[src/hdl/ptld_pkg.sv]
// Shared types and constants for the point-to-line distance block.
// No dependencies; used by ptld_divsqrt and point_to_line_distance.
package ptld_pkg;

   localparam int MAX_DIMS_DEF = 16;

   localparam int COORD_W = 24;
   localparam int DIFF_W  = 25;
   localparam int MUL_W   = 27;
   localparam int PROD_W  = 2 * MUL_W;
   localparam int VD_W    = 54;
   localparam int SQ_W    = 53;
   localparam int NUM_W   = 108;
   localparam int QNUM_W  = 106;
   localparam int DIST_W  = 27;

   localparam int DIV_STEPS  = 53;
   localparam int SQRT_STEPS = 27;
   localparam int STEP_W     = 6;
   localparam int PP_COUNT   = 8;
   localparam int PP_IDX_W   = 3;

   typedef enum logic [3:0] {
      ST_IDLE,
      ST_MUL_VD,
      ST_MUL_DD,
      ST_MUL_VV,
      ST_ACC_VV,
      ST_CHECK,
      ST_NUM_MUL,
      ST_NUM_ACC,
      ST_ROOT_GO,
      ST_ROOT_WAIT,
      ST_OUT
   } state_type;

   typedef enum logic [2:0] {
      PP_NONE,
      PP_VD_POS,
      PP_VD_NEG,
      PP_DD,
      PP_VV,
      PP_NUM_ADD,
      PP_NUM_SUB
   } pp_op_type;

   typedef enum logic [1:0] {
      DS_IDLE,
      DS_DIV,
      DS_SQRT,
      DS_DONE
   } ds_state_type;

endpackage

[src/hdl/ptld_divsqrt.sv]
// Iterative restoring divide followed by integer square root, one bit per cycle.
// Both phases share a single 54-bit compare/subtract. Depends on ptld_pkg.
module ptld_divsqrt (
   input  logic                             clock,
   input  logic                             reset,
   input  logic                             start,
   input  logic [ptld_pkg::QNUM_W-1:0]      num,
   input  logic [ptld_pkg::SQ_W-1:0]        den,
   output logic                             done,
   output logic [ptld_pkg::DIST_W-1:0]      root
);

   ptld_pkg::ds_state_type state_ff, state_in;

   logic [ptld_pkg::STEP_W-1:0] cnt_ff;
   logic [ptld_pkg::SQ_W-1:0]   rem_ff;
   logic [ptld_pkg::SQ_W-1:0]   num_sh_ff;
   logic [ptld_pkg::SQ_W:0]     q_ff;
   logic [ptld_pkg::DIST_W-1:0] root_ff;

   logic [ptld_pkg::SQ_W:0]     sub_a;
   logic [ptld_pkg::SQ_W:0]     sub_b;
   logic [ptld_pkg::SQ_W+1:0]   diff;
   logic                        ge;
   logic                        div_last;
   logic                        sqrt_last;

   assign diff      = {1'b0, sub_a} - {1'b0, sub_b};
   assign ge        = ~diff[ptld_pkg::SQ_W+1];
   assign div_last  = (cnt_ff == ptld_pkg::STEP_W'(ptld_pkg::DIV_STEPS - 1));
   assign sqrt_last = (cnt_ff == ptld_pkg::STEP_W'(ptld_pkg::SQRT_STEPS - 1));
   assign root      = root_ff;

   always_comb begin
      state_in = state_ff;
      unique case (state_ff)
         ptld_pkg::DS_IDLE: begin
            if (start) state_in = ptld_pkg::DS_DIV;
         end
         ptld_pkg::DS_DIV: begin
            if (div_last) state_in = ptld_pkg::DS_SQRT;
         end
         ptld_pkg::DS_SQRT: begin
            if (sqrt_last) state_in = ptld_pkg::DS_DONE;
         end
         ptld_pkg::DS_DONE: begin
            state_in = ptld_pkg::DS_IDLE;
         end
         default: state_in = ptld_pkg::DS_IDLE;
      endcase
   end

   always_comb begin
      done = (state_ff == ptld_pkg::DS_DONE);
      if (state_ff == ptld_pkg::DS_DIV) begin
         sub_a = {rem_ff, num_sh_ff[ptld_pkg::SQ_W-1]};
         sub_b = {1'b0, den};
      end else begin
         sub_a = {rem_ff[ptld_pkg::SQ_W-2:0], q_ff[ptld_pkg::SQ_W:ptld_pkg::SQ_W-1]};
         sub_b = {{(ptld_pkg::SQ_W - 1 - ptld_pkg::DIST_W){1'b0}}, root_ff, 2'b01};
      end
   end

   always_ff @(posedge clock) begin
      if (reset) begin
         state_ff <= ptld_pkg::DS_IDLE;
         cnt_ff   <= '0;
      end else begin
         state_ff <= state_in;
         unique case (state_ff)
            ptld_pkg::DS_IDLE: cnt_ff <= '0;
            ptld_pkg::DS_DIV:  cnt_ff <= div_last ? '0 : cnt_ff + 1'b1;
            ptld_pkg::DS_SQRT: cnt_ff <= cnt_ff + 1'b1;
            default:           cnt_ff <= '0;
         endcase
      end
   end

   always_ff @(posedge clock) begin
      unique case (state_ff)
         ptld_pkg::DS_IDLE: begin
            if (start) begin
               rem_ff    <= num[ptld_pkg::QNUM_W-1:ptld_pkg::SQ_W];
               num_sh_ff <= num[ptld_pkg::SQ_W-1:0];
               q_ff      <= '0;
            end
         end
         ptld_pkg::DS_DIV: begin
            num_sh_ff <= {num_sh_ff[ptld_pkg::SQ_W-2:0], 1'b0};
            q_ff      <= {q_ff[ptld_pkg::SQ_W-1:0], ge};
            if (div_last) begin
               rem_ff  <= '0;
               root_ff <= '0;
            end else begin
               rem_ff <= ge ? diff[ptld_pkg::SQ_W-1:0] : sub_a[ptld_pkg::SQ_W-1:0];
            end
         end
         ptld_pkg::DS_SQRT: begin
            rem_ff  <= ge ? diff[ptld_pkg::SQ_W-1:0] : sub_a[ptld_pkg::SQ_W-1:0];
            q_ff    <= {q_ff[ptld_pkg::SQ_W-2:0], 2'b00};
            root_ff <= {root_ff[ptld_pkg::DIST_W-2:0], ge};
         end
         default: begin
         end
      endcase
   end

endmodule

[src/hdl/point_to_line_distance.sv]
// Point-to-line distance in N dimensions, one coordinate per transaction.
// Depends on ptld_pkg and ptld_divsqrt.
//
// Usage: each request transaction carries one coordinate of the point p and of
// the line ends a and b (signed Q11.12). The block accumulates v.d, d.d and
// v.v with one shared 27x27 multiplier. A transaction with last_coord set
// produces one response: floor(sqrt(vv - vd*vd/dd)) in unsigned Q.12, or 0
// with degenerate_line set when a equals b. Coordinates past MAX_DIMS are
// dropped and flagged with too_many_coords on the response.
// Sequence: each coordinate passes the v.d, d.d and v.v multiply states and the
// v.v accumulate; a last one goes on to a check, 8 partial products for
// vv*dd - vd*vd, their accumulate, a divide/root start, 53 divide and 27
// square-root steps and the output state; a degenerate line goes from the check
// to the output state. These steps are set by the one multiplier and the one
// bit-per-cycle divide/root unit. req_stall is high while busy.
// The response sits in an output register; a stalled response holds and the
// next request is taken meanwhile, but a new response waits for the slot.
// Reset (synchronous, active high) clears sums, count and the response valid.
module point_to_line_distance #(
   parameter int MAX_DIMS = ptld_pkg::MAX_DIMS_DEF
) (
   input  logic                                clock,
   input  logic                                reset,
   input  logic                                req_valid,
   output logic                                req_stall,
   input  logic signed [ptld_pkg::COORD_W-1:0] req_point_coord,
   input  logic signed [ptld_pkg::COORD_W-1:0] req_line_start_coord,
   input  logic signed [ptld_pkg::COORD_W-1:0] req_line_end_coord,
   input  logic                                req_last_coord,
   output logic                                rsp_valid,
   input  logic                                rsp_stall,
   output logic [ptld_pkg::DIST_W-1:0]         rsp_distance,
   output logic                                rsp_degenerate_line,
   output logic                                rsp_too_many_coords
);

   localparam int CNT_W = $clog2(MAX_DIMS + 1);

   ptld_pkg::state_type state_ff, state_in;

   // accepted coordinate
   logic [ptld_pkg::DIFF_W-1:0]   v_mag_ff;
   logic [ptld_pkg::DIFF_W-1:0]   d_mag_ff;
   logic                          vd_neg_ff;
   logic                          last_ff;
   logic                          take_ff;

   // running sums
   logic [ptld_pkg::VD_W-1:0]     vd_ff;
   logic [ptld_pkg::SQ_W-1:0]     dd_ff;
   logic [ptld_pkg::SQ_W-1:0]     vv_ff;
   logic [CNT_W-1:0]              cnt_ff;
   logic                          ovf_ff;

   // shared multiplier
   logic [ptld_pkg::MUL_W-1:0]    mul_a;
   logic [ptld_pkg::MUL_W-1:0]    mul_b;
   logic [ptld_pkg::PROD_W-1:0]   prod_in;
   logic [ptld_pkg::PROD_W-1:0]   prod_ff;
   ptld_pkg::pp_op_type           pp_op_in, pp_op_ff;
   logic [1:0]                    pp_shift_in, pp_shift_ff;
   logic [ptld_pkg::NUM_W-1:0]    pp_wide;

   // final stage
   logic [ptld_pkg::SQ_W-1:0]     mag_ff;
   logic [ptld_pkg::NUM_W-1:0]    num_ff;
   logic [ptld_pkg::PP_IDX_W-1:0] idx_ff;
   logic [ptld_pkg::DIST_W-1:0]   dist_ff;
   logic                          degen_ff;

   logic [ptld_pkg::SQ_W-1:0]     x_op;
   logic [ptld_pkg::SQ_W-1:0]     y_op;
   logic [ptld_pkg::VD_W-1:0]     vd_abs;

   logic [ptld_pkg::DIFF_W-1:0]   v_diff;
   logic [ptld_pkg::DIFF_W-1:0]   d_diff;
   logic                          accept;
   logic                          take;
   logic                          out_load;
   logic                          ds_start;
   logic                          ds_done;
   logic [ptld_pkg::DIST_W-1:0]   ds_root;

   logic                          rsp_valid_ff;
   logic [ptld_pkg::DIST_W-1:0]   rsp_distance_ff;
   logic                          rsp_degenerate_ff;
   logic                          rsp_too_many_ff;

   assign accept  = req_valid && (state_ff == ptld_pkg::ST_IDLE);
   assign take    = (cnt_ff < CNT_W'(MAX_DIMS));
   assign v_diff  = {req_point_coord[ptld_pkg::COORD_W-1], req_point_coord}
                  - {req_line_start_coord[ptld_pkg::COORD_W-1], req_line_start_coord};
   assign d_diff  = {req_line_end_coord[ptld_pkg::COORD_W-1], req_line_end_coord}
                  - {req_line_start_coord[ptld_pkg::COORD_W-1], req_line_start_coord};
   assign prod_in = {{ptld_pkg::MUL_W{1'b0}}, mul_a} * {{ptld_pkg::MUL_W{1'b0}}, mul_b};
   assign vd_abs  = vd_ff[ptld_pkg::VD_W-1] ? (~vd_ff + 1'b1) : vd_ff;
   assign x_op    = idx_ff[2] ? mag_ff : vv_ff;
   assign y_op    = idx_ff[2] ? mag_ff : dd_ff;

   assign rsp_valid           = rsp_valid_ff;
   assign rsp_distance        = rsp_distance_ff;
   assign rsp_degenerate_line = rsp_degenerate_ff;
   assign rsp_too_many_coords = rsp_too_many_ff;

   always_comb begin
      unique case (pp_shift_ff)
         2'd0:    pp_wide = {{(ptld_pkg::NUM_W - ptld_pkg::PROD_W){1'b0}}, prod_ff};
         2'd1:    pp_wide = {{(ptld_pkg::NUM_W - ptld_pkg::PROD_W - ptld_pkg::MUL_W){1'b0}},
                             prod_ff, {ptld_pkg::MUL_W{1'b0}}};
         2'd2:    pp_wide = {prod_ff, {(ptld_pkg::NUM_W - ptld_pkg::PROD_W){1'b0}}};
         default: pp_wide = '0;
      endcase
   end

   // next state
   always_comb begin
      state_in = state_ff;
      unique case (state_ff)
         ptld_pkg::ST_IDLE:      if (req_valid) state_in = ptld_pkg::ST_MUL_VD;
         ptld_pkg::ST_MUL_VD:    state_in = ptld_pkg::ST_MUL_DD;
         ptld_pkg::ST_MUL_DD:    state_in = ptld_pkg::ST_MUL_VV;
         ptld_pkg::ST_MUL_VV:    state_in = ptld_pkg::ST_ACC_VV;
         ptld_pkg::ST_ACC_VV:    state_in = last_ff ? ptld_pkg::ST_CHECK : ptld_pkg::ST_IDLE;
         ptld_pkg::ST_CHECK:
            state_in = (dd_ff == '0) ? ptld_pkg::ST_OUT : ptld_pkg::ST_NUM_MUL;
         ptld_pkg::ST_NUM_MUL:
            if (idx_ff == ptld_pkg::PP_IDX_W'(ptld_pkg::PP_COUNT - 1))
               state_in = ptld_pkg::ST_NUM_ACC;
         ptld_pkg::ST_NUM_ACC:   state_in = ptld_pkg::ST_ROOT_GO;
         ptld_pkg::ST_ROOT_GO:   state_in = ptld_pkg::ST_ROOT_WAIT;
         ptld_pkg::ST_ROOT_WAIT: if (ds_done) state_in = ptld_pkg::ST_OUT;
         ptld_pkg::ST_OUT:       if (out_load) state_in = ptld_pkg::ST_IDLE;
         default:                state_in = ptld_pkg::ST_IDLE;
      endcase
   end

   // outputs of the sequencer
   always_comb begin
      req_stall   = (state_ff != ptld_pkg::ST_IDLE);
      ds_start    = (state_ff == ptld_pkg::ST_ROOT_GO);
      out_load    = (state_ff == ptld_pkg::ST_OUT) && (!rsp_valid_ff || !rsp_stall);
      mul_a       = '0;
      mul_b       = '0;
      pp_op_in    = ptld_pkg::PP_NONE;
      pp_shift_in = 2'd0;
      unique case (state_ff)
         ptld_pkg::ST_MUL_VD: begin
            mul_a = ptld_pkg::MUL_W'(v_mag_ff);
            mul_b = ptld_pkg::MUL_W'(d_mag_ff);
            if (take_ff) pp_op_in = vd_neg_ff ? ptld_pkg::PP_VD_NEG : ptld_pkg::PP_VD_POS;
         end
         ptld_pkg::ST_MUL_DD: begin
            mul_a = ptld_pkg::MUL_W'(d_mag_ff);
            mul_b = ptld_pkg::MUL_W'(d_mag_ff);
            if (take_ff) pp_op_in = ptld_pkg::PP_DD;
         end
         ptld_pkg::ST_MUL_VV: begin
            mul_a = ptld_pkg::MUL_W'(v_mag_ff);
            mul_b = ptld_pkg::MUL_W'(v_mag_ff);
            if (take_ff) pp_op_in = ptld_pkg::PP_VV;
         end
         ptld_pkg::ST_NUM_MUL: begin
            mul_a = idx_ff[1] ? ptld_pkg::MUL_W'(x_op[ptld_pkg::SQ_W-1:ptld_pkg::MUL_W])
                              : x_op[ptld_pkg::MUL_W-1:0];
            mul_b = idx_ff[0] ? ptld_pkg::MUL_W'(y_op[ptld_pkg::SQ_W-1:ptld_pkg::MUL_W])
                              : y_op[ptld_pkg::MUL_W-1:0];
            pp_op_in    = idx_ff[2] ? ptld_pkg::PP_NUM_SUB : ptld_pkg::PP_NUM_ADD;
            pp_shift_in = 2'({1'b0, idx_ff[1]} + {1'b0, idx_ff[0]});
         end
         default: begin
         end
      endcase
   end

   always_ff @(posedge clock) begin
      if (reset) begin
         state_ff     <= ptld_pkg::ST_IDLE;
         pp_op_ff     <= ptld_pkg::PP_NONE;
         rsp_valid_ff <= 1'b0;
         vd_ff        <= '0;
         dd_ff        <= '0;
         vv_ff        <= '0;
         cnt_ff       <= '0;
         ovf_ff       <= 1'b0;
         idx_ff       <= '0;
      end else begin
         state_ff <= state_in;
         pp_op_ff <= pp_op_in;

         if (out_load) begin
            rsp_valid_ff <= 1'b1;
         end else if (!rsp_stall) begin
            rsp_valid_ff <= 1'b0;
         end

         if (accept) begin
            if (take) cnt_ff <= cnt_ff + 1'b1;
            else      ovf_ff <= 1'b1;
         end

         unique case (pp_op_ff)
            ptld_pkg::PP_VD_POS: vd_ff <= vd_ff + prod_ff;
            ptld_pkg::PP_VD_NEG: vd_ff <= vd_ff - prod_ff;
            ptld_pkg::PP_DD:     dd_ff <= dd_ff + prod_ff[ptld_pkg::SQ_W-1:0];
            ptld_pkg::PP_VV:     vv_ff <= vv_ff + prod_ff[ptld_pkg::SQ_W-1:0];
            default: begin
            end
         endcase

         if (state_ff == ptld_pkg::ST_CHECK) idx_ff <= '0;
         else if (state_ff == ptld_pkg::ST_NUM_MUL) idx_ff <= idx_ff + 1'b1;

         if (out_load) begin
            vd_ff  <= '0;
            dd_ff  <= '0;
            vv_ff  <= '0;
            cnt_ff <= '0;
            ovf_ff <= 1'b0;
         end
      end
   end

   // payload registers
   always_ff @(posedge clock) begin
      prod_ff     <= prod_in;
      pp_shift_ff <= pp_shift_in;

      if (accept) begin
         v_mag_ff  <= v_diff[ptld_pkg::DIFF_W-1] ? -v_diff : v_diff;
         d_mag_ff  <= d_diff[ptld_pkg::DIFF_W-1] ? -d_diff : d_diff;
         vd_neg_ff <= v_diff[ptld_pkg::DIFF_W-1] ^ d_diff[ptld_pkg::DIFF_W-1];
         last_ff   <= req_last_coord;
         take_ff   <= take;
      end

      if (state_ff == ptld_pkg::ST_CHECK) begin
         mag_ff   <= vd_abs[ptld_pkg::SQ_W-1:0];
         num_ff   <= '0;
         dist_ff  <= '0;
         degen_ff <= (dd_ff == '0);
      end else if (pp_op_ff == ptld_pkg::PP_NUM_ADD) begin
         num_ff <= num_ff + pp_wide;
      end else if (pp_op_ff == ptld_pkg::PP_NUM_SUB) begin
         num_ff <= num_ff - pp_wide;
      end

      if ((state_ff == ptld_pkg::ST_ROOT_WAIT) && ds_done) dist_ff <= ds_root;

      if (out_load) begin
         rsp_distance_ff   <= dist_ff;
         rsp_degenerate_ff <= degen_ff;
         rsp_too_many_ff   <= ovf_ff;
      end
   end

   ptld_divsqrt u_divsqrt (
      .clock (clock),
      .reset (reset),
      .start (ds_start),
      .num   (num_ff[ptld_pkg::QNUM_W-1:0]),
      .den   (dd_ff),
      .done  (ds_done),
      .root  (ds_root)
   );

endmodule

[config.mk]
export PLATFORM = sky130hd
export DESIGN_NAME = point_to_line_distance
export DESIGN_NICKNAME = d
export VERILOG_FILES = /design/src/hdl/ptld_pkg.sv /design/src/hdl/ptld_divsqrt.sv /design/src/hdl/point_to_line_distance.sv
export SDC_FILE = /design/constraint.sdc
export NUM_CORES = 2
export LEC_CHECK = 0
export BUFFER_PORTS_ARGS = -buffer_cell sky130_fd_sc_hd__buf_2
export CORE_UTILIZATION = 27
export CTS_BUF_LIST = sky130_fd_sc_hd__clkbuf_8
export CTS_CLUSTER_SIZE = 14
export DETAILED_ROUTE_END_ITERATION = 16
export GPL_TIMING_DRIVEN = 0
export HOLD_SLACK_MARGIN = 0.08
export PLACE_DENSITY = 0.5
export SYNTH_ARGS = -nofsm -noshare
export SYNTH_HDL_FRONTEND = slang
export SYNTH_HIERARCHICAL = 1
export SYNTH_SLANG_ARGS = --single-unit
[constraint.sdc]
create_clock -name clock -period 11.8 [get_ports clock]
set_input_delay 1.77 -clock clock [delete_from_list [all_inputs] [get_ports clock]]
set_output_delay 1.77 -clock clock [all_outputs]
set_load 0.01 [all_outputs]
==> impl_metrics.toml <==
[power_and_ir_drop]
internal_power_mw = 8.60
switching_share = 0.539
p_clk_frac = 0.149
p_leak_nw = 38.0
power_density_mw_per_mm2 = 211
p_comb_frac = 0.661
seqPwrFrac = 0.189
p_sw_mw = 10.1
irDropWorstVdd_mv = 0.189

[logic_synthesis]
ys_seq_area_frac = 0.220
synthAdderAreaFrac = 0.249
netlist_instances = 9529
syn_nets = 10804
ys_warn_count = 6
synth_edf_count = 350
yosysTopAreaCell = "fa_1"
ys.flop_type = "edfxtp_1"
synthMuxAreaShare = 0.0402
yosys-top-cells-area = "fa_1 16%, edfxtp_1 13%, ha_1 8.9%"
async_flop_share = 0
yosysUniqueCellTypes = 106
synthDominantCellAreaShare = 0.159
synth_top_family_by_area = "adder cells"
synth_area_per_cell_um2 = 8.33
synth_compound_gate_area_share = 0.177
yosys.area_share.simple = 0.172
synthXorXnorAreaFrac = 0.0697
yosys_register_bits = 697
netlist_area_mm2 = 0.0793

[critical_path]
required_ps = 12620
critPathTopFamily = "adder cells"
critical_path_class = "reg -> reg"
reg2reg_from = "state_ff[0]"
max_stage_delay_ps = 570
start_kind = "register"
crit_buf_inv = 11
end_kind = "register"
cpMaxStageDelayCell = "fa_1"
crit_top_cell = "fa_1"
critPathMaxFanout = 10
startpoint = "state_ff[0]"
arrival_ps = 12210

[die]
row_count = 198
die_w_um = 544
io_pins = 108
core-area_mm2 = 0.292
die_area_mm2 = 0.296
start_util = 0.272
die_y_um = 544

[global_routing]
grt_max_degree = 44
grt_pass1_wl_um = 497000
grt_use_total = 0.228
antenna_found_initial = 26
grt_overflow_total = 0
grt_pass1_vias = 72561

[clocking]
postCtsSetupBuffers = 0
clock_latency_ps = 960
cts_sinks = 697
htreeDepth = 4
cts_made_buffers = 143
hold_buffers = 0
root_buffer = "clkbuf_8"
cts.clk_slew.worst_paths_ps = 60
tritoncts = "built"
cts_buffer_depth = 3

[drt]
wl_per_cell_um = 24.8
post-route-drc-count = 0
routed_wl_um = 344000
dr.first_iter.drc_count = 6468
ant_nets = 0
drt-vias-per-instance = 5.26
vias = 72793
dr.pass1.iters = 6

[place]
gp_congestion = 0.991
place_area_mm2 = 0.0852
dpl.hpwl_um = 281000
io_buffers = 106

[sta]
tns_ps = 0
final-setup-viol-count = 0
worst_slew_pin_slew_ps = 1420
rsz0062_at_grt = "false"
hold_viol_final = 0
max-slew-margin-rel = 0.0320
skew_ps = 45.2
post-route-period-util = 0.965
min_period_ps = 11390
drv_slew = 0
max_freq_ghz = 0.0878

[job]
drv_cap = 0

[worst_hold_path]
hp-start = "dist_ff[19]"
min_path_type = "reg -> reg"

[layout]
layout-area-overhead-vs-synth_pct = 11.5
final_common_cell = "nand2_1"
fin_nets = 11077
layout-drive-gt1-share = 0.0657
fin_area_mm2 = 0.0885
num-fill-cells = 31312
layout_common_cells = "1340 x nand2_1, 996 x inv_1, 767 x a21oi_1"

[outcome]
run_status = "finished clean"
## power by group through the flow
stage	Sequential [mW]	Clock (mW)	Combinational, mW
finish	3.54	2.79	12.3
global route	3.54	2.97	13.5
CTS	3.52	2.88	12.2
detailed placement	3.57	0	12.2
global placement	3.61	0	12.0
floorplan	3.18	0	8.25
## cells in the mapped netlist, types with 30 or more instances
cell	n
clkbuf_1	478
edfxtp_1	350
xor2_1	231
and3_1	45
fa_1	631
o21a_1	65
mux4_2	34
nand3_1	121
o21bai_1	70
nand2b_1	76
mux2i_1	102
a22o_1	30
buf_1	49
nor2_1	711
a31oi_1	70
o21ai_0	393
nor4_1	53
nor3_1	134
o31ai_1	51
nor2b_1	85
dfxtp_1	347
nand2_1	1349
a211oi_1	71
ha_1	567
a21o_1	240
a22oi_1	111
mux2_2	123
xnor2_1	400
and2_1	165
inv_1	952
a21oi_1	769
or3_1	43
nand4_1	127
## cells by family after synthesis
group           count (synthesis)
simple gates                 3020
mux                           260
xor+xnor                      631
fa+ha+maj                    1202
compound gates               2217
buf+inv                      1502
flops                         697
## registers in the layout, indices dropped and copies added, names as in the netlist, 54 cells and up
register	flops
u_divsqrt/q_ff	54
vd_ff	54
prod_ff	54
num_ff	106
## layer usage
metal | global-route usage | wire length, um
met3 | 0.0437 | 24300
met2 | 0.358 | 151000
met5 | 0 | 104
met1 | 0.302 | 151000
met4 | 0.103 | 16900
## area by class of cell
type,instances,area [um^2],area share
multi-input combinational,7330,56400,0.637
sequential,697,17500,0.197
tap,3900,4880,0.0551
inverter,955,3580,0.0405
clock buffer,162,2230,0.0252
buffer,546,2160,0.0245
timing repair buffer,129,923,0.0104
clock inverter,101,833,0.00942
antenna,12,30.0,0.000339
## through the flow
| step | cells | hold slack (ps) | total power, mW | setup slack, ps | utilization |
|---|---|---|---|---|---|
| CTS | 13820 | 411 | 18.6 | 15.1 | 0.303 |
| detailed placement | 13557 | 406 | 15.7 | -1320 | 0.292 |
| global route | 13821 | 429 | 20.0 | 21.1 | 0.303 |
| global placement | 13535 | 401 | 15.6 | -1490 | 0.291 |
| floorplan | 9529 | 400 | 11.4 | 2640 | - |
| finish | 13832 | 402 | 18.7 | 413 | 0.303 |
## what timing repair did
item,4_1_cts,5_1_grt
endpoints found under the hold margin,0,0
endpoints found under the setup margin,16,11
gates resized for setup,25,43
pin swaps,0,0
## worst paths after layout
check,endpoint,slack [ps],cells after the start
worst max register to register,prod_ff[52],410,37
worst min register to register,rsp_distance[19],400,0
worst min-delay path,rsp_distance[19],400,0
worst max-delay path,prod_ff[52],410,37
Power figures use the tool's default switching activity.
